===== config.mk =====
export PLATFORM = sky130hd
export DESIGN_NAME = wheel_encoder_pid_drive_core_flat
export DESIGN_NICKNAME = d
export VERILOG_FILES = /design/src/rtl/core/wepd_pkg.sv /design/src/rtl/core/wepd_if.sv /design/src/rtl/core/wheel_encoder_pid_drive_core.sv /design/src/rtl/core/wepd_apb_regs.sv /design/src/rtl/core/wepd_sequencer.sv /design/src/rtl/core/wepd_datapath.sv /design/src/flat_wrapper.sv
export SDC_FILE = /design/constraint.sdc
export NUM_CORES = 2
export LEC_CHECK = 0
export BUFFER_PORTS_ARGS = -buffer_cell sky130_fd_sc_hd__buf_2
export CAP_MARGIN = 20
export CELL_PAD_IN_SITES_DETAIL_PLACEMENT = 0
export CELL_PAD_IN_SITES_GLOBAL_PLACEMENT = 1
export CORE_MARGIN = 4
export CORE_UTILIZATION = 47
export CTS_BUF_LIST = sky130_fd_sc_hd__clkbuf_4
export CTS_CLUSTER_SIZE = 24
export DETAILED_ROUTE_END_ITERATION = 7
export GPL_ROUTABILITY_DRIVEN = 0
export HOLD_SLACK_MARGIN = 0.15
export PLACE_DENSITY = 0.85
export SLEW_MARGIN = 30
export SYNTH_ARGS = -nofsm -noshare
export SYNTH_HDL_FRONTEND = slang
export SYNTH_HIERARCHICAL = 1
export SYNTH_SLANG_ARGS = --single-unit

===== constraint.sdc =====
create_clock -name clk -period 8.8 [get_ports clk]
set_input_delay 0 -clock clk [delete_from_list [all_inputs] [get_ports clk]]
set_output_delay 0 -clock clk [all_outputs]
set_load 0.1 [all_outputs]

===== src/rtl/core/wepd_pkg.sv =====
// ----------------------------------------------------------------------------
// wepd_pkg
// Types, constants and microcode for the wheel encoder PID drive core.
// ----------------------------------------------------------------------------
package wepd_pkg;

  localparam int WHEELS    = 2;
  localparam int WIDX_W    = (WHEELS > 2) ? $clog2(WHEELS) : 1;

  localparam int ENC_W     = 16;
  localparam int TGT_W     = 16;
  localparam int BATT_W    = 14;
  localparam int GAIN_W    = 16;
  localparam int DUTY_W    = 10;
  localparam int POS_W     = 48;
  localparam int Q_W       = 32;
  localparam int DIFF_W    = Q_W + 1;
  localparam int SAT_IN_W  = Q_W + 2;

  localparam int MUL_A_W   = 34;
  localparam int MUL_B_W   = GAIN_W + 1;
  localparam int PROD_W    = MUL_A_W + MUL_B_W;
  localparam int ACC_W     = 36;
  localparam int MAG_W     = 17;
  localparam int FRAC_W    = 16;
  localparam int STEP_SH   = 8;

  localparam logic [MAG_W-1:0]   U_LIMIT   = MAG_W'(65536);
  localparam logic [MUL_B_W-1:0] DUTY_FULL = MUL_B_W'(1023);

  // configuration port
  localparam int APB_DATA_W = 32;
  localparam int CFG_ADDR_W = 5;
  localparam int REG_IDX_W  = CFG_ADDR_W - 2;

  typedef enum logic [REG_IDX_W-1:0] {
    REG_GAIN_PROP      = 3'd0,
    REG_GAIN_INTEG     = 3'd1,
    REG_GAIN_DERIV     = 3'd2,
    REG_SUM_LEAK       = 3'd3,
    REG_VELOCITY_SCALE = 3'd4,
    REG_LOW_BATTERY_MV = 3'd5
  } reg_idx_t;

  localparam logic [GAIN_W-1:0] RST_GAIN_PROP      = GAIN_W'(3932);
  localparam logic [GAIN_W-1:0] RST_GAIN_INTEG     = GAIN_W'(131);
  localparam logic [GAIN_W-1:0] RST_GAIN_DERIV     = GAIN_W'(13107);
  localparam logic [GAIN_W-1:0] RST_SUM_LEAK       = GAIN_W'(58982);
  localparam logic [GAIN_W-1:0] RST_VELOCITY_SCALE = GAIN_W'(28266);
  localparam logic [BATT_W-1:0] RST_LOW_BATTERY_MV = BATT_W'(3000);

  typedef struct packed {
    logic [GAIN_W-1:0] gain_prop;
    logic [GAIN_W-1:0] gain_integ;
    logic [GAIN_W-1:0] gain_deriv;
    logic [GAIN_W-1:0] sum_leak;
    logic [GAIN_W-1:0] velocity_scale;
    logic [BATT_W-1:0] low_battery_mv;
  } cfg_t;

  // sequencer
  typedef enum logic {
    SEQ_IDLE,
    SEQ_RUN
  } seq_state_t;

  localparam int STEP_W = 4;
  typedef logic [STEP_W-1:0] step_t;

  localparam step_t UA_DELTA  = STEP_W'(0);
  localparam step_t UA_SETPT  = STEP_W'(1);
  localparam step_t UA_ERR    = STEP_W'(2);
  localparam step_t UA_PROP   = STEP_W'(3);
  localparam step_t UA_DERIV  = STEP_W'(4);
  localparam step_t UA_INTEG  = STEP_W'(5);
  localparam step_t UA_SUM    = STEP_W'(6);
  localparam step_t UA_CLAMP  = STEP_W'(7);
  localparam step_t UA_ESUM   = STEP_W'(8);
  localparam step_t UA_COMMIT = STEP_W'(9);
  localparam step_t UA_SKIP   = STEP_W'(10);
  localparam int    UCODE_LEN = 11;

  typedef enum logic [3:0] {
    DP_NOP,
    DP_DELTA,
    DP_SETPT,
    DP_ERR,
    DP_DIFF,
    DP_SUM,
    DP_CLAMP,
    DP_ESUM,
    DP_COMMIT,
    DP_SKIP_EMIT
  } dp_op_t;

  typedef enum logic [1:0] {
    ACC_HOLD,
    ACC_LOAD,
    ACC_ADD
  } acc_op_t;

  typedef enum logic [2:0] {
    MA_TARGET,
    MA_ERR,
    MA_DIFF,
    MA_ESUM,
    MA_SUM,
    MA_MAG
  } mul_a_t;

  typedef enum logic [2:0] {
    MB_VSCALE,
    MB_PROP,
    MB_DERIV,
    MB_INTEG,
    MB_LEAK,
    MB_DUTY
  } mul_b_t;

  typedef enum logic {
    COND_NONE,
    COND_SKIP
  } cond_t;

  typedef struct packed {
    dp_op_t  dp_op;
    acc_op_t acc_op;
    logic    mul_en;
    mul_a_t  mul_a;
    mul_b_t  mul_b;
    cond_t   cond;
    step_t   target;
    logic    last;
  } uword_t;

  typedef struct packed {
    logic   idle;
    logic   exec;
    uword_t uw;
  } dp_ctl_t;

  typedef struct packed {
    logic in_valid;
    logic skip;
    logic out_busy;
  } dp_stat_t;

  // control store
  function automatic uword_t ucode_fetch(input step_t step);
    uword_t w;
    w.dp_op  = DP_NOP;
    w.acc_op = ACC_HOLD;
    w.mul_en = 1'b0;
    w.mul_a  = MA_TARGET;
    w.mul_b  = MB_VSCALE;
    w.cond   = COND_NONE;
    w.target = UA_DELTA;
    w.last   = 1'b0;
    case (step)
      UA_DELTA: begin
        w.dp_op  = DP_DELTA;
        w.mul_en = 1'b1;
        w.mul_a  = MA_TARGET;
        w.mul_b  = MB_VSCALE;
        w.cond   = COND_SKIP;
        w.target = UA_SKIP;
      end
      UA_SETPT: begin
        w.dp_op = DP_SETPT;
      end
      UA_ERR: begin
        w.dp_op = DP_ERR;
      end
      UA_PROP: begin
        w.dp_op  = DP_DIFF;
        w.mul_en = 1'b1;
        w.mul_a  = MA_ERR;
        w.mul_b  = MB_PROP;
      end
      UA_DERIV: begin
        w.acc_op = ACC_LOAD;
        w.mul_en = 1'b1;
        w.mul_a  = MA_DIFF;
        w.mul_b  = MB_DERIV;
      end
      UA_INTEG: begin
        w.acc_op = ACC_ADD;
        w.mul_en = 1'b1;
        w.mul_a  = MA_ESUM;
        w.mul_b  = MB_INTEG;
      end
      UA_SUM: begin
        w.acc_op = ACC_ADD;
        w.dp_op  = DP_SUM;
      end
      UA_CLAMP: begin
        w.dp_op  = DP_CLAMP;
        w.mul_en = 1'b1;
        w.mul_a  = MA_SUM;
        w.mul_b  = MB_LEAK;
      end
      UA_ESUM: begin
        w.dp_op  = DP_ESUM;
        w.mul_en = 1'b1;
        w.mul_a  = MA_MAG;
        w.mul_b  = MB_DUTY;
      end
      UA_COMMIT: begin
        w.dp_op = DP_COMMIT;
        w.last  = 1'b1;
      end
      UA_SKIP: begin
        w.dp_op = DP_SKIP_EMIT;
        w.last  = 1'b1;
      end
      default: begin
        w.last = 1'b1;
      end
    endcase
    return w;
  endfunction

  // saturate to the signed 32-bit range
  function automatic logic signed [Q_W-1:0] sat_q(input logic signed [SAT_IN_W-1:0] v);
    logic signed [Q_W-1:0] r;
    if (v[SAT_IN_W-1:Q_W-1] == '0 || v[SAT_IN_W-1:Q_W-1] == '1) begin
      r = v[Q_W-1:0];
    end else if (v[SAT_IN_W-1]) begin
      r = {1'b1, {(Q_W-1){1'b0}}};
    end else begin
      r = {1'b0, {(Q_W-1){1'b1}}};
    end
    return r;
  endfunction

endpackage


===== src/rtl/core/wepd_if.sv =====
// ----------------------------------------------------------------------------
// wepd_in_if / wepd_out_if
// Valid/ready channels for control ticks and drive results.
// ----------------------------------------------------------------------------
interface wepd_in_if;
  import wepd_pkg::*;

  logic                     valid;
  logic                     ready;
  logic                     wheel;
  logic [ENC_W-1:0]         encoder_count;
  logic signed [TGT_W-1:0]  target_velocity;
  logic [BATT_W-1:0]        battery_mv;

  modport source (output valid, wheel, encoder_count, target_velocity, battery_mv,
                  input ready);
  modport sink   (input valid, wheel, encoder_count, target_velocity, battery_mv,
                  output ready);
endinterface

interface wepd_out_if;
  import wepd_pkg::*;

  logic                     valid;
  logic                     ready;
  logic                     wheel_out;
  logic [DUTY_W-1:0]        forward_duty;
  logic [DUTY_W-1:0]        backward_duty;
  logic                     drive_enable;
  logic signed [ENC_W-1:0]  step_delta;
  logic signed [POS_W-1:0]  position_count;

  modport source (output valid, wheel_out, forward_duty, backward_duty, drive_enable,
                         step_delta, position_count,
                  input ready);
  modport sink   (input valid, wheel_out, forward_duty, backward_duty, drive_enable,
                        step_delta, position_count,
                  output ready);
endinterface


===== src/rtl/core/wheel_encoder_pid_drive_core.sv =====
// ----------------------------------------------------------------------------
// wheel_encoder_pid_drive_core
// Per-wheel encoder tracking and PID speed loop run by a microcoded sequencer.
// ----------------------------------------------------------------------------
//  channel   dir  handshake        payload
//  in_ch     in   valid/ready      wheel, encoder_count, target_velocity, battery_mv
//  out_ch    out  valid/ready      wheel_out, forward/backward_duty, drive_enable,
//                                  step_delta, position_count
//  apb       in   psel/penable     gains, leak, velocity scale, battery limit
//
//  a tick is accepted in idle and then runs ten control-store steps, in which the
//  single shared 34x17 multiplier forms six products in turn. a low-battery or
//  unknown-wheel tick jumps straight to the result step.
//  reset loads the register defaults and zeroes all per-wheel state at once.
//  the result step holds while the output register is still full; a new tick is
//  taken only once the sequencer is back at its first step.
// ----------------------------------------------------------------------------
module wheel_encoder_pid_drive_core (
  input  logic                            clk,
  input  logic                            rst,
  wepd_in_if.sink                         in_ch,
  wepd_out_if.source                      out_ch,
  input  logic                            psel,
  input  logic                            penable,
  input  logic                            pwrite,
  input  logic [wepd_pkg::CFG_ADDR_W-1:0] paddr,
  input  logic [wepd_pkg::APB_DATA_W-1:0] pwdata,
  output logic [wepd_pkg::APB_DATA_W-1:0] prdata,
  output logic                            pready
);
  import wepd_pkg::*;

  cfg_t     cfg;
  dp_ctl_t  ctl;
  dp_stat_t stat;

  wepd_apb_regs u_regs (
    .clk     (clk),
    .rst     (rst),
    .psel    (psel),
    .penable (penable),
    .pwrite  (pwrite),
    .paddr   (paddr),
    .pwdata  (pwdata),
    .prdata  (prdata),
    .pready  (pready),
    .cfg     (cfg)
  );

  wepd_sequencer u_seq (
    .clk  (clk),
    .rst  (rst),
    .stat (stat),
    .ctl  (ctl)
  );

  wepd_datapath u_dp (
    .clk    (clk),
    .rst    (rst),
    .cfg    (cfg),
    .ctl    (ctl),
    .stat   (stat),
    .in_ch  (in_ch),
    .out_ch (out_ch)
  );

endmodule


===== src/rtl/core/wepd_apb_regs.sv =====
// ----------------------------------------------------------------------------
// wepd_apb_regs
// APB register file holding the loop gains, leak, scale and battery limit.
// ----------------------------------------------------------------------------
module wepd_apb_regs (
  input  logic                            clk,
  input  logic                            rst,
  input  logic                            psel,
  input  logic                            penable,
  input  logic                            pwrite,
  input  logic [wepd_pkg::CFG_ADDR_W-1:0] paddr,
  input  logic [wepd_pkg::APB_DATA_W-1:0] pwdata,
  output logic [wepd_pkg::APB_DATA_W-1:0] prdata,
  output logic                            pready,
  output wepd_pkg::cfg_t                  cfg
);
  import wepd_pkg::*;

  reg_idx_t idx;
  logic     wr_en;

  assign pready = 1'b1;
  assign idx    = reg_idx_t'(paddr[CFG_ADDR_W-1:2]);
  assign wr_en  = psel && penable && pwrite && pready;

  always_ff @(posedge clk) begin
    if (rst) begin
      cfg.gain_prop      <= RST_GAIN_PROP;
      cfg.gain_integ     <= RST_GAIN_INTEG;
      cfg.gain_deriv     <= RST_GAIN_DERIV;
      cfg.sum_leak       <= RST_SUM_LEAK;
      cfg.velocity_scale <= RST_VELOCITY_SCALE;
      cfg.low_battery_mv <= RST_LOW_BATTERY_MV;
    end else if (wr_en) begin
      case (idx)
        REG_GAIN_PROP:      cfg.gain_prop      <= pwdata[GAIN_W-1:0];
        REG_GAIN_INTEG:     cfg.gain_integ     <= pwdata[GAIN_W-1:0];
        REG_GAIN_DERIV:     cfg.gain_deriv     <= pwdata[GAIN_W-1:0];
        REG_SUM_LEAK:       cfg.sum_leak       <= pwdata[GAIN_W-1:0];
        REG_VELOCITY_SCALE: cfg.velocity_scale <= pwdata[GAIN_W-1:0];
        REG_LOW_BATTERY_MV: cfg.low_battery_mv <= pwdata[BATT_W-1:0];
        default: ;
      endcase
    end
  end

  always_comb begin
    prdata = '0;
    case (idx)
      REG_GAIN_PROP:      prdata = APB_DATA_W'(cfg.gain_prop);
      REG_GAIN_INTEG:     prdata = APB_DATA_W'(cfg.gain_integ);
      REG_GAIN_DERIV:     prdata = APB_DATA_W'(cfg.gain_deriv);
      REG_SUM_LEAK:       prdata = APB_DATA_W'(cfg.sum_leak);
      REG_VELOCITY_SCALE: prdata = APB_DATA_W'(cfg.velocity_scale);
      REG_LOW_BATTERY_MV: prdata = APB_DATA_W'(cfg.low_battery_mv);
      default:            prdata = '0;
    endcase
  end

endmodule


===== src/rtl/core/wepd_sequencer.sv =====
// ----------------------------------------------------------------------------
// wepd_sequencer
// Step counter over the control store, with the skip jump and output stall.
// ----------------------------------------------------------------------------
module wepd_sequencer (
  input  logic               clk,
  input  logic               rst,
  input  wepd_pkg::dp_stat_t stat,
  output wepd_pkg::dp_ctl_t  ctl
);
  import wepd_pkg::*;

  seq_state_t state, state_next;
  step_t      step, step_next;
  uword_t     uw;

  assign uw = ucode_fetch(step);

  always_ff @(posedge clk) begin
    if (rst) begin
      state <= SEQ_IDLE;
      step  <= UA_DELTA;
    end else begin
      state <= state_next;
      step  <= step_next;
    end
  end

  always_comb begin
    state_next = state;
    step_next  = step;
    ctl.idle   = 1'b0;
    ctl.exec   = 1'b0;
    ctl.uw     = uw;
    case (state)
      SEQ_IDLE: begin
        ctl.idle = 1'b1;
        if (stat.in_valid) begin
          state_next = SEQ_RUN;
          step_next  = UA_DELTA;
        end
      end
      SEQ_RUN: begin
        // the result step waits for room in the output register
        if (!(uw.last && stat.out_busy)) begin
          ctl.exec = 1'b1;
          if (uw.last) begin
            state_next = SEQ_IDLE;
            step_next  = UA_DELTA;
          end else if (uw.cond == COND_SKIP && stat.skip) begin
            step_next = uw.target;
          end else begin
            step_next = step + STEP_W'(1);
          end
        end
      end
      default: begin
        state_next = SEQ_IDLE;
        step_next  = UA_DELTA;
      end
    endcase
  end

  a_idle_at_top: assert property (@(posedge clk) disable iff (rst)
    state == SEQ_IDLE |-> step == UA_DELTA)
    else $error("sequencer idle away from the first step");

  a_step_in_program: assert property (@(posedge clk) disable iff (rst)
    state == SEQ_RUN |-> step < STEP_W'(UCODE_LEN))
    else $error("step counter ran past the control store");

  a_last_returns_idle: assert property (@(posedge clk) disable iff (rst)
    (state == SEQ_RUN && uw.last && !stat.out_busy) |=> state == SEQ_IDLE)
    else $error("sequencer did not finish after the result step");

endmodule


===== src/rtl/core/wepd_datapath.sv =====
// ----------------------------------------------------------------------------
// wepd_datapath
// Shared multiplier, accumulator, per-wheel state and result register.
// ----------------------------------------------------------------------------
module wepd_datapath (
  input  logic               clk,
  input  logic               rst,
  input  wepd_pkg::cfg_t     cfg,
  input  wepd_pkg::dp_ctl_t  ctl,
  output wepd_pkg::dp_stat_t stat,
  wepd_in_if.sink            in_ch,
  wepd_out_if.source         out_ch
);
  import wepd_pkg::*;

  // per-wheel loop state
  logic [ENC_W-1:0]        prev_count  [WHEELS];
  logic signed [Q_W-1:0]   setpoint    [WHEELS];
  logic signed [Q_W-1:0]   prev_err    [WHEELS];
  logic signed [Q_W-1:0]   error_sum   [WHEELS];
  logic signed [POS_W-1:0] position    [WHEELS];

  // latched tick
  logic                    wheel_r;
  logic [ENC_W-1:0]        count_r;
  logic signed [TGT_W-1:0] target_r;
  logic [BATT_W-1:0]       batt_r;

  // working registers
  logic signed [ENC_W-1:0]   delta_r;
  logic signed [Q_W-1:0]     sp_r;
  logic signed [Q_W-1:0]     err_r;
  logic signed [DIFF_W-1:0]  diff_r;
  logic signed [Q_W-1:0]     sum_r;
  logic signed [ACC_W-1:0]   acc_r;
  logic                      u_neg;
  logic [MAG_W-1:0]          u_mag;
  logic signed [PROD_W-1:0]  prod;

  logic                      out_valid;

  logic [WIDX_W-1:0]           widx;
  logic                        load;
  logic                        low;
  logic                        beyond;
  logic signed [MUL_A_W-1:0]   mul_a;
  logic signed [MUL_B_W-1:0]   mul_b;
  logic signed [PROD_W-FRAC_W-1:0] prod_sh;
  logic signed [POS_W-1:0]     pos_sum;
  logic [DUTY_W-1:0]           duty;
  logic signed [ACC_W-1:0]     acc_neg;
  logic                        clamp_neg;
  logic [MAG_W-1:0]            clamp_mag;
  logic signed [Q_W-1:0]       delta_sh;

  localparam logic signed [ACC_W-1:0] ACC_HI = ACC_W'(65536);
  localparam logic signed [ACC_W-1:0] ACC_LO = -ACC_HI;

  assign widx   = WIDX_W'(wheel_r);
  assign load   = in_ch.valid && in_ch.ready;
  assign low    = batt_r < cfg.low_battery_mv;
  assign beyond = 32'(wheel_r) >= 32'(WHEELS);

  // no transfer is taken while reset holds the sequencer
  assign in_ch.ready   = ctl.idle && !rst;
  assign stat.in_valid = in_ch.valid;
  assign stat.skip     = low || beyond;
  assign stat.out_busy = out_valid && !out_ch.ready;

  assign out_ch.valid = out_valid;

  assign prod_sh  = prod[PROD_W-1:FRAC_W];
  assign pos_sum  = position[widx] + POS_W'(delta_r);
  assign duty     = prod[FRAC_W+DUTY_W-1:FRAC_W];
  assign acc_neg  = -acc_r;
  assign delta_sh = {delta_r, {FRAC_W{1'b0}}};

  // operand select for the shared multiplier
  always_comb begin
    case (ctl.uw.mul_a)
      MA_TARGET: mul_a = MUL_A_W'(target_r);
      MA_ERR:    mul_a = MUL_A_W'(err_r);
      MA_DIFF:   mul_a = MUL_A_W'(diff_r);
      MA_ESUM:   mul_a = MUL_A_W'(error_sum[widx]);
      MA_SUM:    mul_a = MUL_A_W'(sum_r);
      MA_MAG:    mul_a = $signed({{(MUL_A_W-MAG_W){1'b0}}, u_mag});
      default:   mul_a = '0;
    endcase
    case (ctl.uw.mul_b)
      MB_VSCALE: mul_b = $signed({1'b0, cfg.velocity_scale});
      MB_PROP:   mul_b = $signed({1'b0, cfg.gain_prop});
      MB_DERIV:  mul_b = $signed({1'b0, cfg.gain_deriv});
      MB_INTEG:  mul_b = $signed({1'b0, cfg.gain_integ});
      MB_LEAK:   mul_b = $signed({1'b0, cfg.sum_leak});
      MB_DUTY:   mul_b = $signed(DUTY_FULL);
      default:   mul_b = '0;
    endcase
  end

  // clamp to plus or minus one and split into sign and magnitude
  always_comb begin
    clamp_neg = acc_r[ACC_W-1];
    if (!clamp_neg) begin
      clamp_mag = (acc_r > ACC_HI) ? U_LIMIT : acc_r[MAG_W-1:0];
    end else begin
      clamp_mag = (acc_r < ACC_LO) ? U_LIMIT : acc_neg[MAG_W-1:0];
    end
  end

  // tick latch and working registers
  always_ff @(posedge clk) begin
    if (load) begin
      wheel_r  <= in_ch.wheel;
      count_r  <= in_ch.encoder_count;
      target_r <= in_ch.target_velocity;
      batt_r   <= in_ch.battery_mv;
    end
    if (ctl.exec) begin
      if (ctl.uw.mul_en) begin
        prod <= mul_a * mul_b;
      end
      case (ctl.uw.acc_op)
        ACC_LOAD: acc_r <= ACC_W'(prod_sh);
        ACC_ADD:  acc_r <= acc_r + ACC_W'(prod_sh);
        default:  ;
      endcase
      case (ctl.uw.dp_op)
        DP_DELTA: delta_r <= $signed(count_r - prev_count[widx]);
        DP_SETPT: sp_r    <= sat_q(SAT_IN_W'(setpoint[widx])
                                   + $signed(prod[SAT_IN_W+STEP_SH-1:STEP_SH]));
        DP_ERR:   err_r   <= sat_q(SAT_IN_W'(sp_r) - SAT_IN_W'(delta_sh));
        DP_DIFF:  diff_r  <= DIFF_W'(err_r) - DIFF_W'(prev_err[widx]);
        DP_SUM:   sum_r   <= sat_q(SAT_IN_W'(error_sum[widx]) + SAT_IN_W'(err_r));
        DP_CLAMP: begin
          u_neg <= clamp_neg;
          u_mag <= clamp_mag;
        end
        DP_ESUM:  sum_r   <= $signed(prod[Q_W+FRAC_W-1:FRAC_W]);
        DP_COMMIT: begin
          out_ch.wheel_out      <= wheel_r;
          out_ch.forward_duty   <= u_neg ? '0 : duty;
          out_ch.backward_duty  <= u_neg ? duty : '0;
          out_ch.drive_enable   <= 1'b1;
          out_ch.step_delta     <= delta_r;
          out_ch.position_count <= pos_sum;
        end
        DP_SKIP_EMIT: begin
          out_ch.wheel_out      <= wheel_r;
          out_ch.forward_duty   <= '0;
          out_ch.backward_duty  <= '0;
          out_ch.drive_enable   <= !low;
          out_ch.step_delta     <= '0;
          out_ch.position_count <= beyond ? '0 : position[widx];
        end
        default: ;
      endcase
    end
  end

  // per-wheel state and result valid
  always_ff @(posedge clk) begin
    if (rst) begin
      out_valid <= 1'b0;
      for (int k = 0; k < WHEELS; k++) begin
        prev_count[k] <= '0;
        setpoint[k]   <= '0;
        prev_err[k]   <= '0;
        error_sum[k]  <= '0;
        position[k]   <= '0;
      end
    end else begin
      if (out_valid && out_ch.ready) begin
        out_valid <= 1'b0;
      end
      if (ctl.exec && ctl.uw.dp_op == DP_COMMIT) begin
        prev_count[widx] <= count_r;
        setpoint[widx]   <= err_r;
        prev_err[widx]   <= err_r;
        error_sum[widx]  <= sum_r;
        position[widx]   <= pos_sum;
        out_valid        <= 1'b1;
      end
      if (ctl.exec && ctl.uw.dp_op == DP_SKIP_EMIT) begin
        out_valid <= 1'b1;
      end
    end
  end

  a_no_emit_when_full: assert property (@(posedge clk) disable iff (rst)
    (ctl.exec && ctl.uw.last) |-> !stat.out_busy)
    else $error("result written over one not yet transferred");

  a_clamp_range: assert property (@(posedge clk) disable iff (rst)
    (ctl.exec && ctl.uw.dp_op == DP_CLAMP) |=> u_mag <= U_LIMIT)
    else $error("drive magnitude beyond full scale");

endmodule


===== src/flat_wrapper.sv =====
// flat-port wrapper written by rule: the top's interface ports become plain ports
module wheel_encoder_pid_drive_core_flat import wepd_pkg::*;
  (clk, rst, psel, penable, pwrite, paddr, pwdata, prdata, pready, in_ch_valid, in_ch_wheel, in_ch_encoder_count, in_ch_target_velocity, in_ch_battery_mv, in_ch_ready, out_ch_valid, out_ch_wheel_out, out_ch_forward_duty, out_ch_backward_duty, out_ch_drive_enable, out_ch_step_delta, out_ch_position_count, out_ch_ready);
  wepd_in_if in_ch_i ();
  wepd_out_if out_ch_i ();
  input  logic clk;
  input  logic rst;
  input  logic psel;
  input  logic penable;
  input  logic pwrite;
  input  logic [wepd_pkg::CFG_ADDR_W-1:0] paddr;
  input  logic [wepd_pkg::APB_DATA_W-1:0] pwdata;
  output logic [wepd_pkg::APB_DATA_W-1:0] prdata;
  output logic pready;
  input wire logic [$bits(in_ch_i.valid)-1:0] in_ch_valid;
  input wire logic [$bits(in_ch_i.wheel)-1:0] in_ch_wheel;
  input wire logic [$bits(in_ch_i.encoder_count)-1:0] in_ch_encoder_count;
  input wire logic [$bits(in_ch_i.target_velocity)-1:0] in_ch_target_velocity;
  input wire logic [$bits(in_ch_i.battery_mv)-1:0] in_ch_battery_mv;
  output wire logic [$bits(in_ch_i.ready)-1:0] in_ch_ready;
  output wire logic [$bits(out_ch_i.valid)-1:0] out_ch_valid;
  output wire logic [$bits(out_ch_i.wheel_out)-1:0] out_ch_wheel_out;
  output wire logic [$bits(out_ch_i.forward_duty)-1:0] out_ch_forward_duty;
  output wire logic [$bits(out_ch_i.backward_duty)-1:0] out_ch_backward_duty;
  output wire logic [$bits(out_ch_i.drive_enable)-1:0] out_ch_drive_enable;
  output wire logic [$bits(out_ch_i.step_delta)-1:0] out_ch_step_delta;
  output wire logic [$bits(out_ch_i.position_count)-1:0] out_ch_position_count;
  input wire logic [$bits(out_ch_i.ready)-1:0] out_ch_ready;
  assign in_ch_i.valid = in_ch_valid;
  assign in_ch_i.wheel = in_ch_wheel;
  assign in_ch_i.encoder_count = in_ch_encoder_count;
  assign in_ch_i.target_velocity = in_ch_target_velocity;
  assign in_ch_i.battery_mv = in_ch_battery_mv;
  assign in_ch_ready = in_ch_i.ready;
  assign out_ch_valid = out_ch_i.valid;
  assign out_ch_wheel_out = out_ch_i.wheel_out;
  assign out_ch_forward_duty = out_ch_i.forward_duty;
  assign out_ch_backward_duty = out_ch_i.backward_duty;
  assign out_ch_drive_enable = out_ch_i.drive_enable;
  assign out_ch_step_delta = out_ch_i.step_delta;
  assign out_ch_position_count = out_ch_i.position_count;
  assign out_ch_i.ready = out_ch_ready;
  wheel_encoder_pid_drive_core u_core (.clk(clk), .rst(rst), .in_ch(in_ch_i), .out_ch(out_ch_i), .psel(psel), .penable(penable), .pwrite(pwrite), .paddr(paddr), .pwdata(pwdata), .prdata(prdata), .pready(pready));
endmodule

Yosys cells after proc, flatten, opt, wreduce, memory -nomap -nowiden
Memories as Yosys holds them, arrays and structs flattened. A register that Yosys moved wholly into a read port is not among the register bits.
Index checks and enable logic that the tools add are counted.
{"block": "classes", "n_addsub": 9, "multipliers": 1, "magnitude_cmp": 3, "eq_ne": 41, "muxes": 66, "n_bitwise": 1, "reduce_logical": 52}
{"cell": "$mux 32", "n": 9}
{"cell": "$pmux 34 s6", "n": 1}
{"cell": "$pmux 16 s6", "n": 2}
{"cell": "$pmux 48 s2", "n": 1}
{"cell": "$reduce_or 32->1", "n": 3}
{"cell": "$pmux 36 s2", "n": 1}
{"cell": "$sub 32x32->33", "n": 2}
{"cell": "$pmux 32 s2", "n": 1}
{"cell": "$mul 34x17->51", "n": 1}
{"cell": "$mux 17", "n": 3}
{"cell": "$add 48x16->48", "n": 1}
{"cell": "$mux 48", "n": 1}
{"cell": "$reduce_or 48->1", "n": 1}
{"cell": "$pmux 7 s6", "n": 1}
{"cell": "$pmux 10 s2", "n": 2}
{"cell": "$add 36x35->36", "n": 1}
{"cell": "$gt 36x18->1 const B", "n": 1}
{"cell": "$lt 36x17->1 const B", "n": 1}
{"cell": "$pmux 4 s9", "n": 1}
{"cell": "$add 32x34->34", "n": 1}
{"cell": "$reduce_and 2->1", "n": 17}
{"cell": "$add 32x32->33", "n": 1}
{"cell": "$eq 4x3->1 const B", "n": 8}
{"cell": "$pmux 16 s2", "n": 1}
{"cell": "other kinds (32)", "n": 111}
{"block": "word_totals", "ff_bits": 483, "ramBits": 320, "in_bits": 91, "word_cells": 206, "mem_count": 5}
{"memory": "u_core.u_dp.position", "depth": 2, "word_bits": 48, "read_ports": 1, "rd_ports_with_merged_regs": 1, "write_ports": 2, "line_no": "wepd_datapath.sv:21", "text": "logic signed [POS_W-1:0] position [WHEELS];"}
{"memory": "u_core.u_dp.error_sum", "depth": 2, "word_bits": 32, "read_ports": 1, "rd_ports_with_merged_regs": 1, "write_ports": 2, "line_no": "wepd_datapath.sv:20", "text": "logic signed [Q_W-1:0] error_sum [WHEELS];"}
{"memory": "u_core.u_dp.prev_err", "depth": 2, "word_bits": 32, "read_ports": 1, "rd_ports_with_merged_regs": 1, "write_ports": 2, "line_no": "wepd_datapath.sv:19", "text": "logic signed [Q_W-1:0] prev_err [WHEELS];"}
{"memory": "u_core.u_dp.setpoint", "depth": 2, "word_bits": 32, "read_ports": 1, "rd_ports_with_merged_regs": 1, "write_ports": 2, "line_no": "wepd_datapath.sv:18", "text": "logic signed [Q_W-1:0] setpoint [WHEELS];"}
{"memory": "u_core.u_dp.prev_count", "depth": 2, "word_bits": 16, "read_ports": 1, "rd_ports_with_merged_regs": 1, "write_ports": 2, "line_no": "wepd_datapath.sv:17", "text": "logic [ENC_W-1:0] prev_count [WHEELS];"}

Logic depth before layout (Yosys ltp)
{"block": "depth", "depth_word": 12, "depth_mapped": 38, "depth_no_buf": 33}

Cells and area by module
Netlist, hierarchy kept.
{"mod": "wepd_datapath", "instances": 1, "cells_per_inst": 5424, "area_per_inst_um2": 54691.2}
{"mod": "wepd_apb_regs", "instances": 1, "cells_per_inst": 516, "area_per_inst_um2": 4586.9}
{"mod": "wepd_sequencer", "instances": 1, "cells_per_inst": 73, "area_per_inst_um2": 558.0}

Worst setup path before layout
No wires, ideal clock.
{"block": "synth_path", "kind": "reg2reg", "start": "register u_core.u_seq.step[0]", "end": "register u_core.u_dp.prod[37], data pin", "setup_time_ns": 0.262, "t_arrival_ns": 8.397, "t_required_ns": 8.538, "path_slack_ns": 0.140, "path_stages_with_launch": 33, "path_buffers": 5, "period_less_slack_ns": 8.660, "path_cell_list": "dfxtp_1 > ha_1 > mux2i_1 > o21ai_0 > buf_1 > buf_1 > clkbuf_1 > a21oi_1 > o22ai_1 > clkbuf_1 > clkbuf_1 > nand2_1 > fa_1 > fa_1 > fa_1 > inv_1 > fa_1 > fa_1 > inv_1 > fa_1 > inv_1 > ha_1 > and4_1 > and3_1 > o21ai_0 > o211ai_1 > a21boi_0 > o21ai_0 > a21o_1 > a41oi_1 > o211a_1 > a21oi_1 > xor2_1"}
{"item": "start: declaration", "line_no": "wepd_sequencer.sv:14", "text": "step_t step, step_next;"}
{"item": "start signal: assignment", "line_no": "wepd_sequencer.sv:25", "text": "step <= step_next;"}
{"item": "end signal: assignment", "line_no": "wepd_datapath.sv:120", "text": "prod <= mul_a * mul_b;"}
{"item": "end: declaration", "line_no": "wepd_datapath.sv:38", "text": "logic signed [PROD_W-1:0] prod;"}

==> flow_metrics.tcl <==
set metrics [dict create \
    holdPathEnd "u_core/u_regs/cfg[49]" \
    syn2layout_area_growth_pct 14.96 \
    rows 130 \
    final_area_um2 68750 \
    grt_usage_pct 27.14 \
    grt_max_degree 90 \
    first_global_vias 48210 \
    ys_warn_count 6 \
    drv_slew 0 \
    worst_pin_slew_ns 1.100 \
    place_hpwl_um 131800 \
    most-common-layout-cells "inv_1 (750), edfxtp_1 (631), nand2_1 (579), nor2_1 (530), fa_1 (512)" \
    ioPinCount 212 \
    ff2ff_path_depth 36 \
    cp_common_cell "fa_1" \
    worstSetupEndpointType "register" \
    hp-start "pwdata[3]" \
    required_ns 9.62 \
    fmax_ghz 0.1178 \
    max-clock-path-buffers 3 \
    layout_commonest_cell "inv_1" \
    status "complete, no violations" \
    placement.cell_area_um2 63660 \
    core_area_um2 126100 \
    cpMaxStageDelayCell "fa_1" \
    avgSynthCellArea_um2 9.954 \
    slew_headroom_pct 26.41 \
    fin_crit_sh_pct 96.45 \
    cp-start-kind "register" \
    setup_violations 0 \
    grt_remaining_overflow 0 \
    dieArea_um2 133000 \
    drt-initial-drc-count 4729 \
    clkTransAtPathRegs_ns 0.07 \
    routed_wl_um 181200 \
    die_y_um 364.7 \
    maxCapViolations 0 \
    fin_ws_ns 0.3126 \
    port-buffer-count 176 \
    whs_ns 0.3607 \
    die_x_um 364.7 \
    cpPeakStageDelay_ns 0.54 \
    r2r-start "u_core/u_seq/step[0]" \
    critical_path_arrival_ns 9.31 \
    r2r_end "u_core/u_dp/prod[44]" \
    clock-root-buffer "clkbuf_4" \
    path_max_fanout 10 \
    dr.pass1.iters 6 \
    period_minus_slack_ns 8.487 \
    insertion_delay_ns 1.14 \
    hp-class "primary input to register" \
    drc 0 \
    r2r_slack_ns 0.31 \
    hold_viol_final 0 \
    wl_per_cell_um 21.72 \
    fin_nets 7489 \
    dp_slack_ns 0.07000 \
    drive_gt1_share_pct 14.36 \
    antenna_found_initial 4 \
    htreeDepth 4 \
    grt_pass1_wl_um 278600 \
    clock_skew_ns 0.09264 \
    min_path_cells 5 \
    start_util_pct 47.44 \
    syn_area_um2 59800 \
    cts_buffers 193 \
    avgViaCountPerCell 5.728 \
    via_count 47790 \
    postRouteAntennaNets 0 \
    syn_inst 6008 \
    cts.sinks 732 \
    setup-tns-final_ns 0 \
    cts_tree "done" \
    path_class "register to register" \
]
==> cell type report <==
class | count | area [um2]
antenna | 9 | 22.52
fill | 11040 | 57310
timing repair buffer | 617 | 5238
multi-input combinational | 4242 | 35140
tap | 1650 | 2064
sequential | 732 | 20970
clock buffer | 279 | 2095
inverter | 752 | 2825
clock inverter | 61 | 391.6
==> layer usage <==
layer / vias up / track usage, % / share of wire, %
li1: 21560 / - / -
met1: 23600 / 36.47 / 41
met2: 2253 / 43.24 / 46
met3: 368 / 6.315 / 10
met4: 2 / 9.514 / 3.3
met5: - / 0 / 0.0072
==> worst max path at each step <==
stage / startpoint / endpoint / slack (ns)
2_1_floorplan: u_core/u_seq/step[0] / u_core/u_dp/prod[37] / 0.14
3_3_place_gp: u_core/u_seq/step[0] / u_core/u_dp/prod[44] / 0.10
3_5_place_dp: u_core/u_seq/step[0] / u_core/u_dp/prod[44] / 0.07
4_1_cts: u_core/u_seq/step[0] / u_core/u_dp/prod[44] / 0.02
5_1_grt: u_core/u_seq/step[0] / u_core/u_dp/prod[44] / -0.02
6_report: u_core/u_seq/step[0] / u_core/u_dp/prod[44] / 0.31
==> sequential cells by signal (all words and copies together) (netlist names), 10 cells and up, named ones only <==
signal and cells:
u_core/u_dp/position 96, u_core/u_regs/cfg 94, u_core/u_dp/error_sum 64, u_core/u_dp/out_ch.position_count 48, u_core/u_dp/prod 43, u_core/u_dp/acc_r 36, u_core/u_dp/diff_r 33, u_core/u_dp/err_r 32
u_core/u_dp/prev_count 32, u_core/u_dp/prev_err 32, u_core/u_dp/setpoint 32, u_core/u_dp/sp_r 32, u_core/u_dp/sum_r 32, u_core/u_dp/u_mag 17, u_core/u_dp/count_r 16, u_core/u_dp/delta_r 16
u_core/u_dp/out_ch.step_delta 16, u_core/u_dp/target_r 16, u_core/u_dp/batt_r 14, u_core/u_dp/out_ch.backward_duty 10, u_core/u_dp/out_ch.forward_duty 10
==> critical path, delay by kind of cell (launching register included) <==
family          cells  cell delay (ns)
compound gates     11             2.42
xor+xnor            1             0.08
fa+ha+maj           8             3.29
buf+inv            10             1.18
flops               1             0.33
mux                 1             0.10
simple gates        5             0.83
==> metrics by stage <==
step / cells / util (%)
floorplan: 6023 / -
global placement: 7757 / 50.42
detailed placement: 7760 / 50.50
CTS: 8323 / 54.27
global route: 8340 / 54.53
finish: 8342 / 54.54
==> repair_timing <==
action                     in CTS  in global routing
setup endpoints to repair       0                 17
hold buffers                  223                  0
setup buffers                   0                  8
gates resized for setup         0                 55
hold endpoints to repair      472                  0
Power is left out: the tool's default activity adds up to more than one toggle a clock period on the data nets, which glitch-free logic cannot reach.
